## config.mk

```make
export PLATFORM = sky130hd
export DESIGN_NAME = fnvlp_fifo
export DESIGN_NICKNAME = d
export VERILOG_FILES = /design/src/hdl/fnvlp_fifo.sv
export SDC_FILE = /design/constraint.sdc
export NUM_CORES = 1
export LEC_CHECK = 0
export ABC_AREA = 1
export ABC_CLOCK_PERIOD_IN_PS = 2500
export BUFFER_PORTS_ARGS = -buffer_cell sky130_fd_sc_hd__buf_2
export CAP_MARGIN = 30
export CORE_MARGIN = 1.5
export CORE_UTILIZATION = 45
export CTS_BUF_LIST = sky130_fd_sc_hd__clkbuf_4 sky130_fd_sc_hd__clkbuf_8
export DETAILED_ROUTE_END_ITERATION = 8
export GPL_TIMING_DRIVEN = 0
export HOLD_SLACK_MARGIN = 0.05
export MAX_ROUTING_LAYER = met4
export PLACE_DENSITY = 0.69
export SYNTH_ARGS = -nofsm -noshare
export SYNTH_HDL_FRONTEND = slang
export SYNTH_SLANG_ARGS = --single-unit
export TNS_END_PERCENT = 20
```

## constraint.sdc

```tcl
create_clock -name clk -period 2.5 [get_ports clk]
set_input_delay 0.375 -clock clk [delete_from_list [all_inputs] [get_ports clk]]
set_output_delay 0.375 -clock clk [all_outputs]
set_load 0.05 [all_outputs]
```

## src/hdl/fnvlp_fifo.sv

```systemverilog
// two-entry queue between the front and back parts
`default_nettype none
module fnvlp_fifo #(
  parameter int W = 8
) (
  input  wire logic         clk,
  input  wire logic         rst,
  input  wire logic         wr_valid,
  output logic              wr_ready,
  input  wire logic [W-1:0] wr_data,
  output logic              rd_valid,
  input  wire logic         rd_ready,
  output logic [W-1:0]      rd_data
);

  logic [W-1:0] store [2];
  logic         wp;
  logic         rp;
  logic [1:0]   fill;
  logic         do_wr;
  logic         do_rd;

  assign wr_ready = (fill != 2'd2);
  assign rd_valid = (fill != 2'd0);
  assign rd_data  = store[rp];
  assign do_wr    = wr_valid && wr_ready;
  assign do_rd    = rd_valid && rd_ready;

  // entry storage
  always_ff @(posedge clk) begin
    if (do_wr) begin
      store[wp] <= wr_data;
    end
  end

  // pointers and fill level
  always_ff @(posedge clk) begin
    if (rst) begin
      wp   <= 1'b0;
      rp   <= 1'b0;
      fill <= 2'd0;
    end else begin
      if (do_wr) wp <= ~wp;
      if (do_rd) rp <= ~rp;
      fill <= fill + {1'b0, do_wr} - {1'b0, do_rd};
    end
  end

endmodule
`default_nettype wire

```

==> qor_table.md <==
| Step | Quantity | Reported |
|:---|:---|:---|
| critical path | Critical Path, Cell by Cell | buf_6 -> mux2_4 -> buf_2 |
| global routing | Fraction of met1 tracks used by global routing | 0.146 |
| yosys | Number of synthesized register bits | 21 |
| clock network | Clock input transition at the sequential cells of the worst setup and hold paths | 110 ps |
| clock network | CTS tree | yes |
| critical path | Largest delay share family, worst path | buffers and inverters |
| layout | Area of the multi-input gates | 254 µm² |
| detailed routing | Total length of routed wires | 1210 µm |
| sta | Final Skew | 0.558 ps |
| die | Core Area | 1780 µm² |
| min path | Cell depth of the worst min-delay path | 2 |
| clock network | CTS Sinks | 21 |
| yosys | Post-synth cell types | 14 |
| yosys | Total nets after synthesis | 76 |
| place | GP Congestion | 0.816 |
| global routing | Most used routing layer | met2 |
| global routing | Largest net degree at the start of global routing | 13 |
| detailed routing | Via-to-Cell Ratio | 4.54 |
| critical path | Master of the slowest instance on the critical path | sky130_fd_sc_hd__dfxtp_1 |
| sta | Time the final worst path needs with I/O delays and setup | 1680 ps |
| sta | Max Clock Freq | 594 MHz |
| die | Row Count | 15 |
| global routing | Wire length of the first global-routing pass | 1790 µm |
| die | Starting utilization of the core area | 0.491 |
| clock network | Number of resized instances in the post-cts repair step | 0 |
| detailed routing | Detailed-route wire length per cell | 10.8 µm |
| sta | Slew headroom | 0.518 |
| yosys | Cells after synthesis | 62 |
| die | Io pins | 22 |
| critical path | Crit start category | flop |
| global routing | Initial antenna violation count | 0 |
| detailed routing | Number of optimization iterations in the first detailed-route pass | 4 |
| sta | Number of max-slew violations in the final report | 0 |
| sta | Unrepaired setup endpoints after global routing | no |
| critical path | Crit Path Max Fanout | 8 |
| layout | Relative area change from synthesis to final layout | 18.7% |
| clock network | Setup fix buffers added after clock tree synthesis | 0 |
| critical path | Arrival time worst endpoint | 1310 ps |
| clock network | H-tree level count | 1 |
| critical path | Nature of the critical path endpoint | primary output |
| critical path | CP Buf/Inv Count | 2 |
| yosys | Area fraction of the dominant cell type after synthesis | 0.549 |
| min path | Class of the tightest hold or removal check | primary input to flop |
| yosys | Cell accounting for the most synthesized area | sky130_fd_sc_hd__edfxtp_1 |
| flow run | Maxcap violations | 0 |
| critical path | Endpoint required time on the critical path | 2120 ps |
| critical path | Reg2reg path depth | 4 |
| place | DP HPWL | 915 µm |
| global routing | Met2 global-route usage | 0.200 |
| layout | Final #Nets | 102 |
| layout | Number of antenna diodes | 0 |
| sta | Final-report hold violation count | 0 |
| global routing | Number of global-route vias before repair | 444 |
| clock network | Cts-stage hold buffer count | 0 |
| pwr | Power density over cell area | 1120 nW/µm² |
| detailed routing | Total DRC errors in the routed layout | 0 |
| global routing | Global-route met3 utilization | 0.0231 |
| critical path | Setup slack, reg-to-reg | 910 ps |
| clock network | Clock latency at the later pin of the worst-skew pair | 290 ps |
| die | Floorplan die area | 2220 µm² |
| global routing | Total global-route track usage | 0.129 |
| layout | Storage element area | 581 µm² |
| pwr | Max IR drop VDD | 0.600 mV |
| layout | Proportion of layout cells with a drive suffix above 1 | 0.448 |
| clock network | Clock tree root driver cell | sky130_fd_sc_hd__clkbuf_4 |
| yosys | Post-Syn Area | 876 µm² |
| pwr | Total power | 0.00117 W |
| detailed routing | Iteration-0 DRC Markers | 4 |
| critical path | Cell depth of the worst setup path | 3 |
| pwr | Leak Pwr | 0.459 nW |
| critical path | Delay of the slowest critical-path stage | 340 ps |
| die | Die X | 47.1 µm |
| sta | # setup viols final | 0 |
| status | Status | finished clean |
| yosys | Main area contributors after synthesis | sky130_fd_sc_hd__edfxtp_1 55%, sky130_fd_sc_hd__mux2_4 14%, sky130_fd_sc_hd__dfxtp_1 11%, sky130_fd_sc_hd__inv_1 3.4%, sky130_fd_sc_hd__nor2_1 3.0% |
| sta | Post-Route Setup TNS | 0 ps |
| yosys | Fraction of the yosys area taken by sequential cells | 0.663 |
| global routing | Overflow left after global routing | 0 |
| clock network | Maximum clock path buffer count | 2 |
| layout | Number of fill cells in the layout | 155 |
| sta | Worst-margin pin slew | 720 ps |
| place | Count of buffers from port buffering | 21 |
| die | Die Span Y | 47.1 µm |
| detailed routing | Routed vias | 508 |
| detailed routing | Antenna Nets Post-Route | 0 |
| yosys | Post-synthesis area per instance | 14.1 µm² |
| critical path | Setup Crit Path Kind | flop to primary output |
| sta | Final worst path period share | 0.674 |
| yosys | Number of synthesis warnings | 0 |
| clock network | CTS Buf Count | 3 |
layer usage:
layer  share of wire  vias up
met5               0        -
met4           0.014        0
met3           0.064        2
met2            0.50       17
met1            0.42      230
li1                -      259
Yosys cell counts:
library cell,instances
sky130_fd_sc_hd__mux2_4,8
sky130_fd_sc_hd__nor2_2,1
sky130_fd_sc_hd__nand2_1,6
sky130_fd_sc_hd__ha_1,2
sky130_fd_sc_hd__dfxtp_1,5
sky130_fd_sc_hd__a21oi_1,2
sky130_fd_sc_hd__nor2_1,7
sky130_fd_sc_hd__inv_1,8
sky130_fd_sc_hd__nand3_1,2
sky130_fd_sc_hd__nor2_4,1
sky130_fd_sc_hd__edfxtp_1,16
sky130_fd_sc_hd__buf_6,1
sky130_fd_sc_hd__nand3_2,1
sky130_fd_sc_hd__nand2_2,2
layout by cell type, fill, tap and decap left out, drive strengths merged:
cell type / n
inv: 8
nand3: 3
dfxtp: 5
nand2: 8
clkinv: 1
nor2: 9
ha: 2
mux2: 8
edfxtp: 16
clkbuf: 3
a21oi: 2
buf: 22
kinds of logic after synthesis:
logic type	share of synthesized area
multiplexers	0.137
AO/OA/AOI/OAI	0.0114
flip-flops	0.663
buffers and inverters	0.0471
AND/OR/NAND/NOR	0.113
adder cells (fa/ha/maj)	0.0286
worst paths after layout:
check	to	from
setup / recovery	rd_data[3]	flop
hold reg to reg	rp	rp
setup reg to reg	store[0][2]	fill[0]
hold / removal	fill[0]	rst
flip-flops by register name, indices dropped and copies added (netlist names), named ones only:
| signal | cells |
|---|---|
| store | 16 |
| fill | 2 |
| rp | 1 |
| wp | 1 |
cell type report:
class / count / area share
Inverter: 8 / 0.0289
Tap cell: 25 / 0.0301
Timing Repair Buffer: 21 / 0.101
Sequential cell: 21 / 0.558
Buffer: 1 / 0.0108
Clock buffer: 3 / 0.0217
Multi-Input combinational cell: 32 / 0.244
Clock inverter: 1 / 0.00481
stage by stage:
stage	utilization	instances	hold slack (ps)	setup WS [ps]	instance area, µm²
after floorplan	-	62	446	862	876
after global placement	0.568	108	490	965	1010
after detailed placement	0.568	108	498	918	1010
after CTS	0.583	112	223	799	1040
after global routing	0.583	112	221	769	1040
final	0.583	112	229	816	1040
where the power goes:
part | switching [W] | total (W) | internal, W
clock network | 0.0000982 | 0.000158 | 0.0000595
registers | 0.0000329 | 0.000480 | 0.000447
logic | 0.000360 | 0.000529 | 0.000169
total | 0.000491 | 0.00117 | 0.000676
Note: power is estimated with default switching activity, not from simulation.
