==> src/hdl/fnvlp_pkg.sv <==
// shared types and constants of the fnv1a linear-probe hash table
`default_nettype none
package fnvlp_pkg;

  localparam logic [31:0] FNV_BASIS = 32'd2166136261;
  localparam logic [31:0] FNV_PRIME = 32'd16777619;

  // result status codes
  localparam logic [1:0] ST_FOUND    = 2'd0;
  localparam logic [1:0] ST_INSERTED = 2'd1;
  localparam logic [1:0] ST_MISS     = 2'd2;
  localparam logic [1:0] ST_FULL     = 2'd3;

  // request operation codes
  localparam logic OP_GET = 1'b0;
  localparam logic OP_PUT = 1'b1;

  // hashed request handed from front to back
  typedef struct packed {
    logic        op;
    logic [63:0] key;
    logic [3:0]  len;
    logic [63:0] val;
    logic [31:0] hash;
  } req_t;

  localparam int REQ_W = $bits(req_t);

  // one table slot as stored in memory
  typedef struct packed {
    logic        valid;
    logic [3:0]  len;
    logic [63:0] key;
    logic [63:0] val;
  } slot_t;

  localparam int SLOT_W = $bits(slot_t);

endpackage
`default_nettype wire

==> src/hdl/fnvlp_front.sv <==
// front part: accepts requests, normalizes the key and computes the fnv-1a hash
`default_nettype none
module fnvlp_front #(
  parameter int MAX_KEY_BYTES = 8
) (
  input  wire logic               clk,
  input  wire logic               rst,
  input  wire logic               hold,
  input  wire logic               in_valid,
  output logic                    in_ready,
  input  wire logic               op,
  input  wire logic [63:0]        key,
  input  wire logic [3:0]         len,
  input  wire logic [63:0]        val,
  output logic                    push_valid,
  input  wire logic               push_ready,
  output fnvlp_pkg::req_t         push_req
);

  typedef enum logic [1:0] {F_IDLE, F_HASH, F_PUSH} fstate_t;

  fstate_t         state;
  fnvlp_pkg::req_t req;
  logic [2:0]      bi;
  logic [3:0]      len_s;
  logic [63:0]     key_m;
  logic [7:0]      cur_byte;
  logic [31:0]     hash_next;

  // saturate length and clear bytes past it
  always_comb begin
    len_s = (len > 4'(MAX_KEY_BYTES)) ? 4'(MAX_KEY_BYTES) : len;
    for (int b = 0; b < 8; b++) begin
      key_m[b*8 +: 8] = (4'(b) < len_s) ? key[b*8 +: 8] : 8'd0;
    end
  end

  // one hash round per cycle
  always_comb begin
    cur_byte  = req.key[{bi, 3'b000} +: 8];
    hash_next = (req.hash ^ {24'd0, cur_byte}) * fnvlp_pkg::FNV_PRIME;
  end

  assign in_ready   = (state == F_IDLE) && !hold;
  assign push_valid = (state == F_PUSH);
  assign push_req   = req;

  // sequencer
  always_ff @(posedge clk) begin
    if (rst) begin
      state <= F_IDLE;
      bi    <= 3'd0;
    end else begin
      case (state)
        F_IDLE: begin
          if (in_valid && in_ready) begin
            req.op   <= op;
            req.key  <= key_m;
            req.len  <= len_s;
            req.val  <= val;
            req.hash <= fnvlp_pkg::FNV_BASIS;
            bi       <= 3'd0;
            state    <= (len_s == 4'd0) ? F_PUSH : F_HASH;
          end
        end
        F_HASH: begin
          req.hash <= hash_next;
          bi       <= bi + 3'd1;
          if ({1'b0, bi} == req.len - 4'd1) begin
            state <= F_PUSH;
          end
        end
        F_PUSH: begin
          if (push_ready) begin
            state <= F_IDLE;
          end
        end
        default: state <= F_IDLE;
      endcase
    end
  end

endmodule
`default_nettype wire

==> config.mk <==
export PLATFORM = sky130hd
export DESIGN_NAME = fnvlp_front
export DESIGN_NICKNAME = d
export VERILOG_FILES = /design/src/hdl/fnvlp_pkg.sv /design/src/hdl/fnvlp_front.sv
export SDC_FILE = /design/constraint.sdc
export NUM_CORES = 1
export LEC_CHECK = 0
export ABC_AREA = 1
export BUFFER_PORTS_ARGS = -buffer_cell sky130_fd_sc_hd__buf_4
export CORE_UTILIZATION = 50
export DETAILED_ROUTE_END_ITERATION = 8
export PLACE_DENSITY = 0.82
export SKIP_LAST_GASP = 1
export SYNTH_ARGS = -nofsm -noshare
export SYNTH_HDL_FRONTEND = slang
export SYNTH_SLANG_ARGS = --single-unit
==> constraint.sdc <==
create_clock -name clk -period 8.28 [get_ports clk]
set_input_delay 2.484 -clock clk [delete_from_list [all_inputs] [get_ports clk]]
set_output_delay 2.484 -clock clk [all_outputs]
set_load 0.005 [all_outputs]
==> run_results.csv, run 1 <==
group,metric,value,unit
status,status,"finished, final reports clean",
critical_path,critPathRequiredTime,8.55,ns
synth,ys_seq_area_share,39.28,%
drt,wl,36390,microns
critical_path,crit_path_start_kind,"register",
synth,synth-compound-area-share,7.205,%
timing,tightest_slew,1.134,ns
synth,synthesis.nets,1731,
cells_and_area,fin_cells,1986,
timing,hold_viol,0,
clock_tree,postCtsResizedCells,0,
clock_tree,cts-root-buf,"clkbuf_16",
cells_and_area,drive_above_1_share,21.87,%
placement,gp_congestion,0.9191,
critical_path,crit_type,"register to register",
global_routing,grtUsageTotal,28.10,%
timing,final-setup-viol-count,0,
timing,clock.fmax,145.7,MHz
critical_path,crit_path_end_kind,"register",
clock_tree,cts_tree,"yes",
critical_path,r2r_slack,1.42,ns
cells_and_area,final_nets,2040,
global_routing,gr-total-overflow,0,
synth,muxShareOfSynthArea,0,%
job,cap_violations,0,
timing,rsz0062_at_grt,"no",
synth,ys_types,47,
synth,synth_top_family_by_area,"adder cells",
critical_path,path_buf_inv,3,
global_routing,antenna_found_initial,1,
floorplanning,core_area,25180,sq um
synth,synth_xor_area_share,1.488,%
min_path,hp-class,"register to register",
clock_tree,post-cts-setup-buffers,0,
global_routing,grt_pass1_vias,10730,
drt,drcViolationCount,0,
critical_path,crit_chain,"inv_1, o21ai_1, o221ai_1, o21ai_1, xnor2_1, ha_1, ha_1, fa_1, ha_1, fa_1, ha_1, inv_1, fa_1, inv_1, ha_1, a21o_1, nor2_1, nand3_1, a21oi_1, o21ai_0, a21oi_1",
synth,synthSimpleGateAreaFrac,11.43,%
drt,via_count,10360,
synth,netlist_instances,1333,
drt,drtAntennaViolNets,0,
clock_tree,postCtsHoldBufs,0,
drt,drt-initial-drc-count,657,
clock_tree,worstSkewPairLatency,0.44,ns
critical_path,worst_path_most_repeated_cell,"ha_1",
clock_tree,cts.sinks,170,
timing,fin_worst_skew,0.01599,ns
floorplanning,fp-row-count,58,
synth,ys_async_sr_fraction,0,%
clock_tree,cts_buffers,17,
critical_path,rr_worst_depth,21,
critical_path,endpoint,"push_req[17]",
timing,finalCritPeriodShare,82.87,%
synth,syn_area,12870,sq um
clock_tree,clockBufferDepth,2,
floorplanning,die_w,162.4,microns
clock_tree,path_clk_slew,0.07,ns
critical_path,critPathMaxStageDelay,0.82,ns
critical_path,r2r_start,"bi[1]",
floorplanning,ios,305,
placement,dp_hpwl,29510,microns
synth,synth-seq-cells,170,
critical_path,cp_max_fo,21,
cells_and_area,fin_area,16140,sq um
critical_path,rr_endpoint,"push_req[17]",
placement,dp_cells,1953,
floorplanning,dieArea,26380,sq um
synth,ys.flop_type,"edfxtp_1",
critical_path,arrival,7.14,ns
critical_path,cp_slowest_cell,"xnor2_1",
synth,avgSynthCellArea,9.653,sq um
drt,wire_per_inst,18.32,microns
drt,detail_route.first_pass.iterations,5,
timing,slew_headroom,24.30,%
placement,postPlaceCellArea,15490,sq um
synth,synth_adder_area_share,29.60,%
drt,via_per_inst,5.216,
clock_tree,cts_max_level,4,
timing,setup_tns,0,ns
critical_path,path_delay_family,"adder cells",
global_routing,grt_pass1_wl,56480,microns
floorplanning,start_util,51.10,%
critical_path,startpoint,"bi[1]",
placement,portBuffers,304,
critical_path,cp.depth,21,
timing,layout_min_cycle_time,6.862,ns
floorplanning,die_h,162.4,microns
synth,ys_warn_count,0,
synth,synth_edf_count,165,
cells_and_area,areaGrowthSynthToFinish,25.41,%
global_routing,grt_max_degree,134,
timing,slew_violations,0,
==> worst min path at each step <==
stage,startpoint,cells after the start,end
final,push_req[0],2,push_req[0]
after global routing,push_req[0],2,push_req[0]
after CTS,push_req[0],2,push_req[0]
after detailed placement,push_req[0],2,push_req[0]
after global placement,push_req[0],2,push_req[0]
after floorplan,push_req[0],2,push_req[0]
==> cell families after synthesis <==
kind of cell,Yosys count
flops,170
buf+inv,362
compound gates,161
simple gates,362
xor+xnor,18
fa+ha+maj,260
==> cells in the final DEF (no fill, tap or decap), drive strengths merged, types with 3 or more instances in the layout <==
| master | instances |
|---|---|
| clkinv | 9 |
| nor3 | 11 |
| ha | 186 |
| a21o | 6 |
| o21ai | 67 |
| nand4 | 8 |
| nand3 | 34 |
| clkbuf | 17 |
| edfxtp | 165 |
| nand2 | 159 |
| fa | 74 |
| a21oi | 56 |
| inv | 349 |
| xor2 | 7 |
| xnor2 | 11 |
| o211ai | 3 |
| o21bai | 4 |
| dfxtp | 5 |
| o22ai | 6 |
| nor2 | 143 |
| o21a | 5 |
| o221ai | 4 |
| or2 | 5 |
| a21boi | 3 |
| buf | 308 |
==> stage by stage <==
stage | worst slack, ns | hold WS (ns) | utilization (%)
floorplan | 1.564 | 0.5884 | -
global placement | 1.639 | 0.5917 | 61.52
detailed placement | 1.562 | 0.6209 | 61.52
CTS | 1.529 | 0.6587 | 64.07
global route | 1.089 | 0.6636 | 64.08
finish | 1.418 | 0.6550 | 64.08
==> worst reg2reg max path: cells and delay by family, from the launching register on <==
family / cells / cell delay [ns]
AO/OA/AOI/OAI: 7 / 1.28
XOR/XNOR: 1 / 0.82
adder cells (fa/ha/maj): 8 / 3.07
buffers and inverters: 3 / 0.57
flip-flops: 1 / 0.53
AND/OR/NAND/NOR: 2 / 0.42
==> Yosys cell counts (2+ instances only) <==
library cell  instances  area [sq um]
a21o_1                6         45.04
o211ai_2              2         25.02
clkbuf_1              6         22.52
o21ai_2               3         26.28
buf_4                 3         22.52
a21boi_1              2         15.01
nand3b_1              2         15.01
buf_6                 5         56.30
nor2_2                3         18.77
or2_1                 3         18.77
nor2_1              140         525.5
edfxtp_1            165          4955
o221ai_1              4         35.03
o21ai_0              45         225.2
o21a_1                5         37.54
a21oi_1              56         280.3
xnor2_2               2         32.53
xor2_1                6         52.55
fa_1                 74          1481
nand2_1             158         593.1
nand4_1               8         50.05
xnor2_1               9         78.83
dfxtp_1               5         100.1
ha_1                186          2327
nor3_1               10         50.05
nand3_1              34         170.2
inv_2                 4         15.01
o21bai_1              4         30.03
inv_1               339          1272
o22ai_1               6         37.54
buf_2                 4         20.02
o21ai_1              19         95.09
==> routing by layer <==
layer / vias to the layer above / routed length (microns) / global-route usage [%]
li1: 4891 / - / -
met1: 4959 / 14050 / 33.38
met2: 450 / 18800 / 50.89
met3: 58 / 2823 / 6.443
met4: 0 / 715 / 7.075
met5: - / 0 / 0
==> area by class of cell <==
cell class	count	area (sq um)
Clock inverter	15	217.7
Tap cell	330	412.9
Fill cell	1952	9045
Timing Repair Buffer	308	2325
Clock buffer	17	425.4
Sequential cell	170	5055
Multi-Input combinational cell	801	6405
Antenna cell	1	2.502
Inverter	344	1294
==> flip-flops by register name, indices dropped and copies added, names as in the netlist <==
| signal | count |
|---|---|
| bi | 3 |
| push_req | 165 |
| state | 2 |
Power of run 1 is left out: the tool's default activity adds up to more than one toggle a clock period on the data nets, which glitch-free logic cannot reach.
==> run 2: changes to the inputs <==
clock period = 5.55 ns   (was 8.28 ns; I/O delays follow)
==> run_results.csv, run 2 (synthesis results as in run 1) <==
group,metric,value,unit
clock_tree,path_clk_slew,0.08,ns
floorplanning,die_w,162.4,microns
drt,via_per_inst,5.247,
global_routing,grt_pass1_vias,10990,
global_routing,grt_max_degree,134,
floorplanning,die_h,162.4,microns
timing,setup_tns,-0.02466,ns
timing,hold_viol,0,
min_path,hp-class,"register to register",
global_routing,antenna_found_initial,2,
cells_and_area,final_cell_mix,"380 x buf_4, 333 x inv_1, 165 x edfxtp_1",
timing,hold_ws,0.6933,ns
cells_and_area,fillers,1723,
cells_and_area,areaGrowthSynthToFinish,36.65,%
job,cap_violations,0,
clock_tree,cts.sinks,170,
timing,finalCritPeriodShare,100.4,%
placement,pre_cts_ws,-0.2901,ns
timing,clock.fmax,179.4,MHz
cells_and_area,drive_above_1_share,32.59,%
drt,drtAntennaViolNets,0,
critical_path,crit_path_end_kind,"register",
cells_and_area,final_nets,2125,
drt,via_count,10870,
critical_path,path_delay_family,"adder cells",
critical_path,critPathMaxStageDelay,0.54,ns
timing,setup_ws,-0.02353,ns
clock_tree,cts_tree,"yes",
status,status,"finished, violations left",
cells_and_area,post-route-util,69.83,%
clock_tree,cts_max_level,4,
clock_tree,worstSkewPairLatency,0.45,ns
drt,drt-initial-drc-count,815,
clock_tree,cts_buffers,17,
critical_path,arrival,5.73,ns
cells_and_area,largest_register_ff_count,165,
critical_path,crit_chain,"buf_12, buf_8, o21ai_2, o221ai_1, nand2_2, xnor2_2, ha_1, ha_4, fa_2, ha_4, fa_1, ha_1, inv_1, fa_1, inv_2, ha_4, buf_4, nand2_1, nand2_2, o21bai_4, o21bai_1, a21oi_1, or2_1, a21oi_1",
clock_tree,clockBufferDepth,2,
floorplanning,core_area,25180,sq um
global_routing,gr-total-overflow,0,
critical_path,cp_slowest_cell,"fa_1",
timing,slew_violations,0,
critical_path,crit_path_start_kind,"register",
timing,final-setup-viol-count,2,
drt,detail_route.first_pass.iterations,6,
global_routing,grt_pass1_wl,57920,microns
floorplanning,fp-row-count,58,
critical_path,crit_type,"register to register",
critical_path,cp_max_fo,6,
floorplanning,dieArea,26380,sq um
timing,fin_worst_skew,0.01927,ns
timing,tightest_slew,1.145,ns
clock_tree,cts-root-buf,"clkbuf_16",
floorplanning,ios,305,
placement,gp_congestion,0.9084,
placement,dp_hpwl,30590,microns
drt,drcViolationCount,0,
critical_path,worst_path_most_repeated_cell,"ha_4",
global_routing,grtUsageTotal,29.04,%
timing,slew_headroom,23.65,%
status,violations,"negative setup slack",
drt,wl,39940,microns
critical_path,path_buf_inv,5,
floorplanning,start_util,51.10,%
clock_tree,postCtsHoldBufs,0,
drt,wire_per_inst,19.28,microns
critical_path,critPathRequiredTime,5.71,ns
timing,layout_min_cycle_time,5.574,ns
placement,portBuffers,304,
cells_and_area,final_common_cell,"buf_4",
-- run 2: cell types whose count changed in the layout (fill, tap and decap cells not counted), moves of 9 or more --
cell	before	now
nor2_2	3	12
buf_4	307	380
o21ai_0	45	31
a21oi_1	56	37
ha_4	0	21
ha_1	186	159
nand2_1	158	142
nand2_2	1	13
nor2_1	139	126
a21oi_2	0	17
-- run 2: timing repair --
item                                    4_1_cts  5_1_grt
endpoints found under the hold margin         0        0
endpoints found under the setup margin       20       20
gates resized for setup                      26      139
setup buffers                                 2       19
pin swaps                                     5       91
gates cloned                                  0        4
-- run 2: final timing paths --
path	slack, ns	endpoint	cells past startpoint	from
max reg2reg	-0.02	push_req[16]	24	bi[0]
min	0.69	state[1]	4	state[0]
min reg2reg	0.69	state[1]	4	state[0]
max	-0.02	push_req[16]	24	bi[0]
-- run 2: per-stage QoR --
stage / cells / instance area (sq um)
after floorplan: 1333 / 12870
after global placement: 2013 / 15970
after detailed placement: 2013 / 15970
after CTS: 2047 / 16740
after global routing: 2071 / 17580
final: 2072 / 17580
-- run 2: tightest hold or removal path, stage by stage (launching register included) --
cell and delay [ns]:
dfxtp_1 0.34, nor2_1 0.14, nand2_1 0.07, nand2_1 0.06, nor3_1 0.04
-- run 2: area by class of cell --
class	count	area, sq um	area share, %
Timing Repair Buffer	393	3097	17.61
Clock inverter	15	187.7	1.067
Clock buffer	17	425.4	2.419
Antenna cell	2	5.005	0.02846
Inverter	344	1318	7.493
Multi-Input combinational cell	801	7078	40.25
Sequential cell	170	5060	28.78
Tap cell	330	412.9	2.348
-- run 2: layer usage --
metal	global-route usage, %	vias up	wire length, microns
met4	8.062	0	1098
met2	53.13	508	21030
met5	0	-	0
met3	6.086	86	3120
met1	34.13	5212	14690
li1	-	5066	-
Power of run 2 is left out for the same reason.
==> run 3: changes to the inputs <==
CELL_PAD_IN_SITES_DETAIL_PLACEMENT = 0   (was unset)
CELL_PAD_IN_SITES_GLOBAL_PLACEMENT = 1   (was unset)
CORE_UTILIZATION = 38   (was 50)
PLACE_DENSITY = unset   (was 0.82)
PLACE_DENSITY_LB_ADDON = 0.1   (was unset)
==> run_results.csv, run 3 (synthesis results as in run 1) <==
group,metric,value,unit
status,status,"finished, final reports clean",
critical_path,crit_path_start_kind,"register",
clock_tree,cts_max_level,4,
timing,layout_min_cycle_time,5.409,ns
floorplanning,dieArea,34600,sq um
floorplanning,core_area,33450,sq um
global_routing,grtUsageTotal,22.48,%
job,cap_violations,0,
cells_and_area,final_nets,2136,
timing,fin_worst_skew,0.01389,ns
critical_path,endpoint,"push_req[16]",
cells_and_area,drive_above_1_share,33.41,%
global_routing,grt_max_degree,69,
timing,final-setup-viol-count,0,
drt,drcViolationCount,0,
floorplanning,die_h,186.0,microns
floorplanning,ios,305,
critical_path,r2r_start,"bi[0]",
clock_tree,postCtsHoldBufs,0,
cells_and_area,largest_register_ff_count,165,
drt,via_count,10320,
critical_path,critPathRequiredTime,5.83,ns
drt,wl,39010,microns
global_routing,grt_pass1_wl,57740,microns
timing,setup_tns,0,ns
critical_path,crit_type,"register to register",
drt,via_per_inst,4.694,
drt,drt-initial-drc-count,526,
drt,wire_per_inst,17.74,microns
critical_path,path_buf_inv,7,
drt,detail_route.first_pass.iterations,5,
clock_tree,cts.sinks,170,
min_path,hp-class,"register to register",
critical_path,startpoint,"bi[0]",
global_routing,antenna_found_initial,0,
critical_path,cp_slowest_cell,"fa_1",
global_routing,gr-total-overflow,0,
floorplanning,fp-row-count,67,
cells_and_area,areaGrowthSynthToFinish,38.85,%
critical_path,r2r_slack,0.14,ns
critical_path,rr_worst_depth,25,
timing,tightest_slew,0.9584,ns
critical_path,arrival,5.69,ns
floorplanning,start_util,38.47,%
drt,drtAntennaViolNets,0,
critical_path,critPathMaxStageDelay,0.52,ns
clock_tree,cts_buffers,17,
cells_and_area,final_common_cell,"buf_4",
cells_and_area,insertedDiodeCount,0,
critical_path,path_delay_family,"adder cells",
critical_path,rr_endpoint,"push_req[16]",
timing,slew_headroom,36.11,%
timing,finalCritPeriodShare,97.47,%
cells_and_area,final_cell_mix,"384 x buf_4, 328 x inv_1, 165 x edfxtp_1",
timing,clock.fmax,184.9,MHz
critical_path,cp_max_fo,13,
clock_tree,path_clk_slew,0.07,ns
floorplanning,die_w,186.0,microns
clock_tree,cts-root-buf,"clkbuf_16",
timing,hold_viol,0,
clock_tree,cts_tree,"yes",
critical_path,crit_path_end_kind,"register",
placement,portBuffers,304,
clock_tree,worstSkewPairLatency,0.44,ns
timing,slew_violations,0,
clock_tree,clockBufferDepth,2,
placement,dp_hpwl,31490,microns
critical_path,cp.depth,25,
placement,gp_congestion,0.8341,
global_routing,grt_pass1_vias,10480,
critical_path,worst_path_most_repeated_cell,"ha_4",
[run 3: cell count changes in the layout (fill, tap and decap cells not counted), sizes merged]
cell | previous run | this run
clkbuf | 21 | 20
inv | 351 | 353
diode | 2 | 0
clkinvlp | 1 | 0
buf | 389 | 400
[run 3: layer usage]
| layer | up-vias | wire, microns | part of all wire [%] | track usage [%] |
|---|---|---|---|---|
| li1 | 5092 | - | - | - |
| met1 | 4948 | 16350 | 42 | 27.76 |
| met2 | 248 | 19930 | 51 | 39.21 |
| met3 | 35 | 2288 | 5.9 | 5.713 |
| met4 | 0 | 446 | 1.1 | 4.984 |
| met5 | - | 0 | 0 | 0 |
[run 3: area by class of cell]
| type | instances | area [sq um] |
|---|---|---|
| clock buffers | 18 | 429.2 |
| repair buffers | 402 | 3136 |
| flip-flops and latches | 170 | 5060 |
| inverters | 344 | 1304 |
| fillers | 3166 | 15580 |
| clock inverters | 14 | 146.4 |
| well taps | 448 | 560.5 |
| multi-input cells | 801 | 7206 |
| repair inverters | 2 | 25.02 |
[run 3: how the worst min path moves through the flow]
stage          cells past startpoint     endpoint  slack (ns)   startpoint
2_1_floorplan                      2  push_req[0]        0.59  push_req[0]
3_3_place_gp                       4     state[1]        0.65     state[0]
3_5_place_dp                       4     state[1]        0.66     state[0]
4_1_cts                            4     state[1]        0.67     state[0]
5_1_grt                            3        bi[1]        0.66        bi[1]
6_report                           3        bi[1]        0.64        bi[1]
[run 3: through the flow]
step                cell area, sq um  hold slack, ns  util (%)  instances  worst slack (ns)
floorplan                      12870          0.5884         -       1333           0.03312
global placement               16110          0.6544     48.17       2134           -0.4088
detailed placement             16110          0.6578     48.17       2134           -0.4070
CTS                            16850          0.6687     50.39       2168          -0.02375
global route                   17870          0.6551     53.41       2199          -0.05058
finish                         17870          0.6427     53.41       2199            0.1405
[run 3: timing repair]
action / in CTS / in global routing
pin swaps: 6 / 83
endpoints found under the setup margin: 19 / 20
gates resized for setup: 35 / 161
setup buffers: 2 / 27
cloned: 0 / 5
[run 3: worst reg2reg max path, delay by kind of cell, from the launching register on]
family | cells | cell delay [ns]
simple gates | 5 | 0.73
fa+ha+maj | 8 | 2.70
xor+xnor | 1 | 0.22
flops | 1 | 0.37
buf+inv | 7 | 0.76
compound gates | 4 | 0.50
Power of run 3 is left out for the same reason.
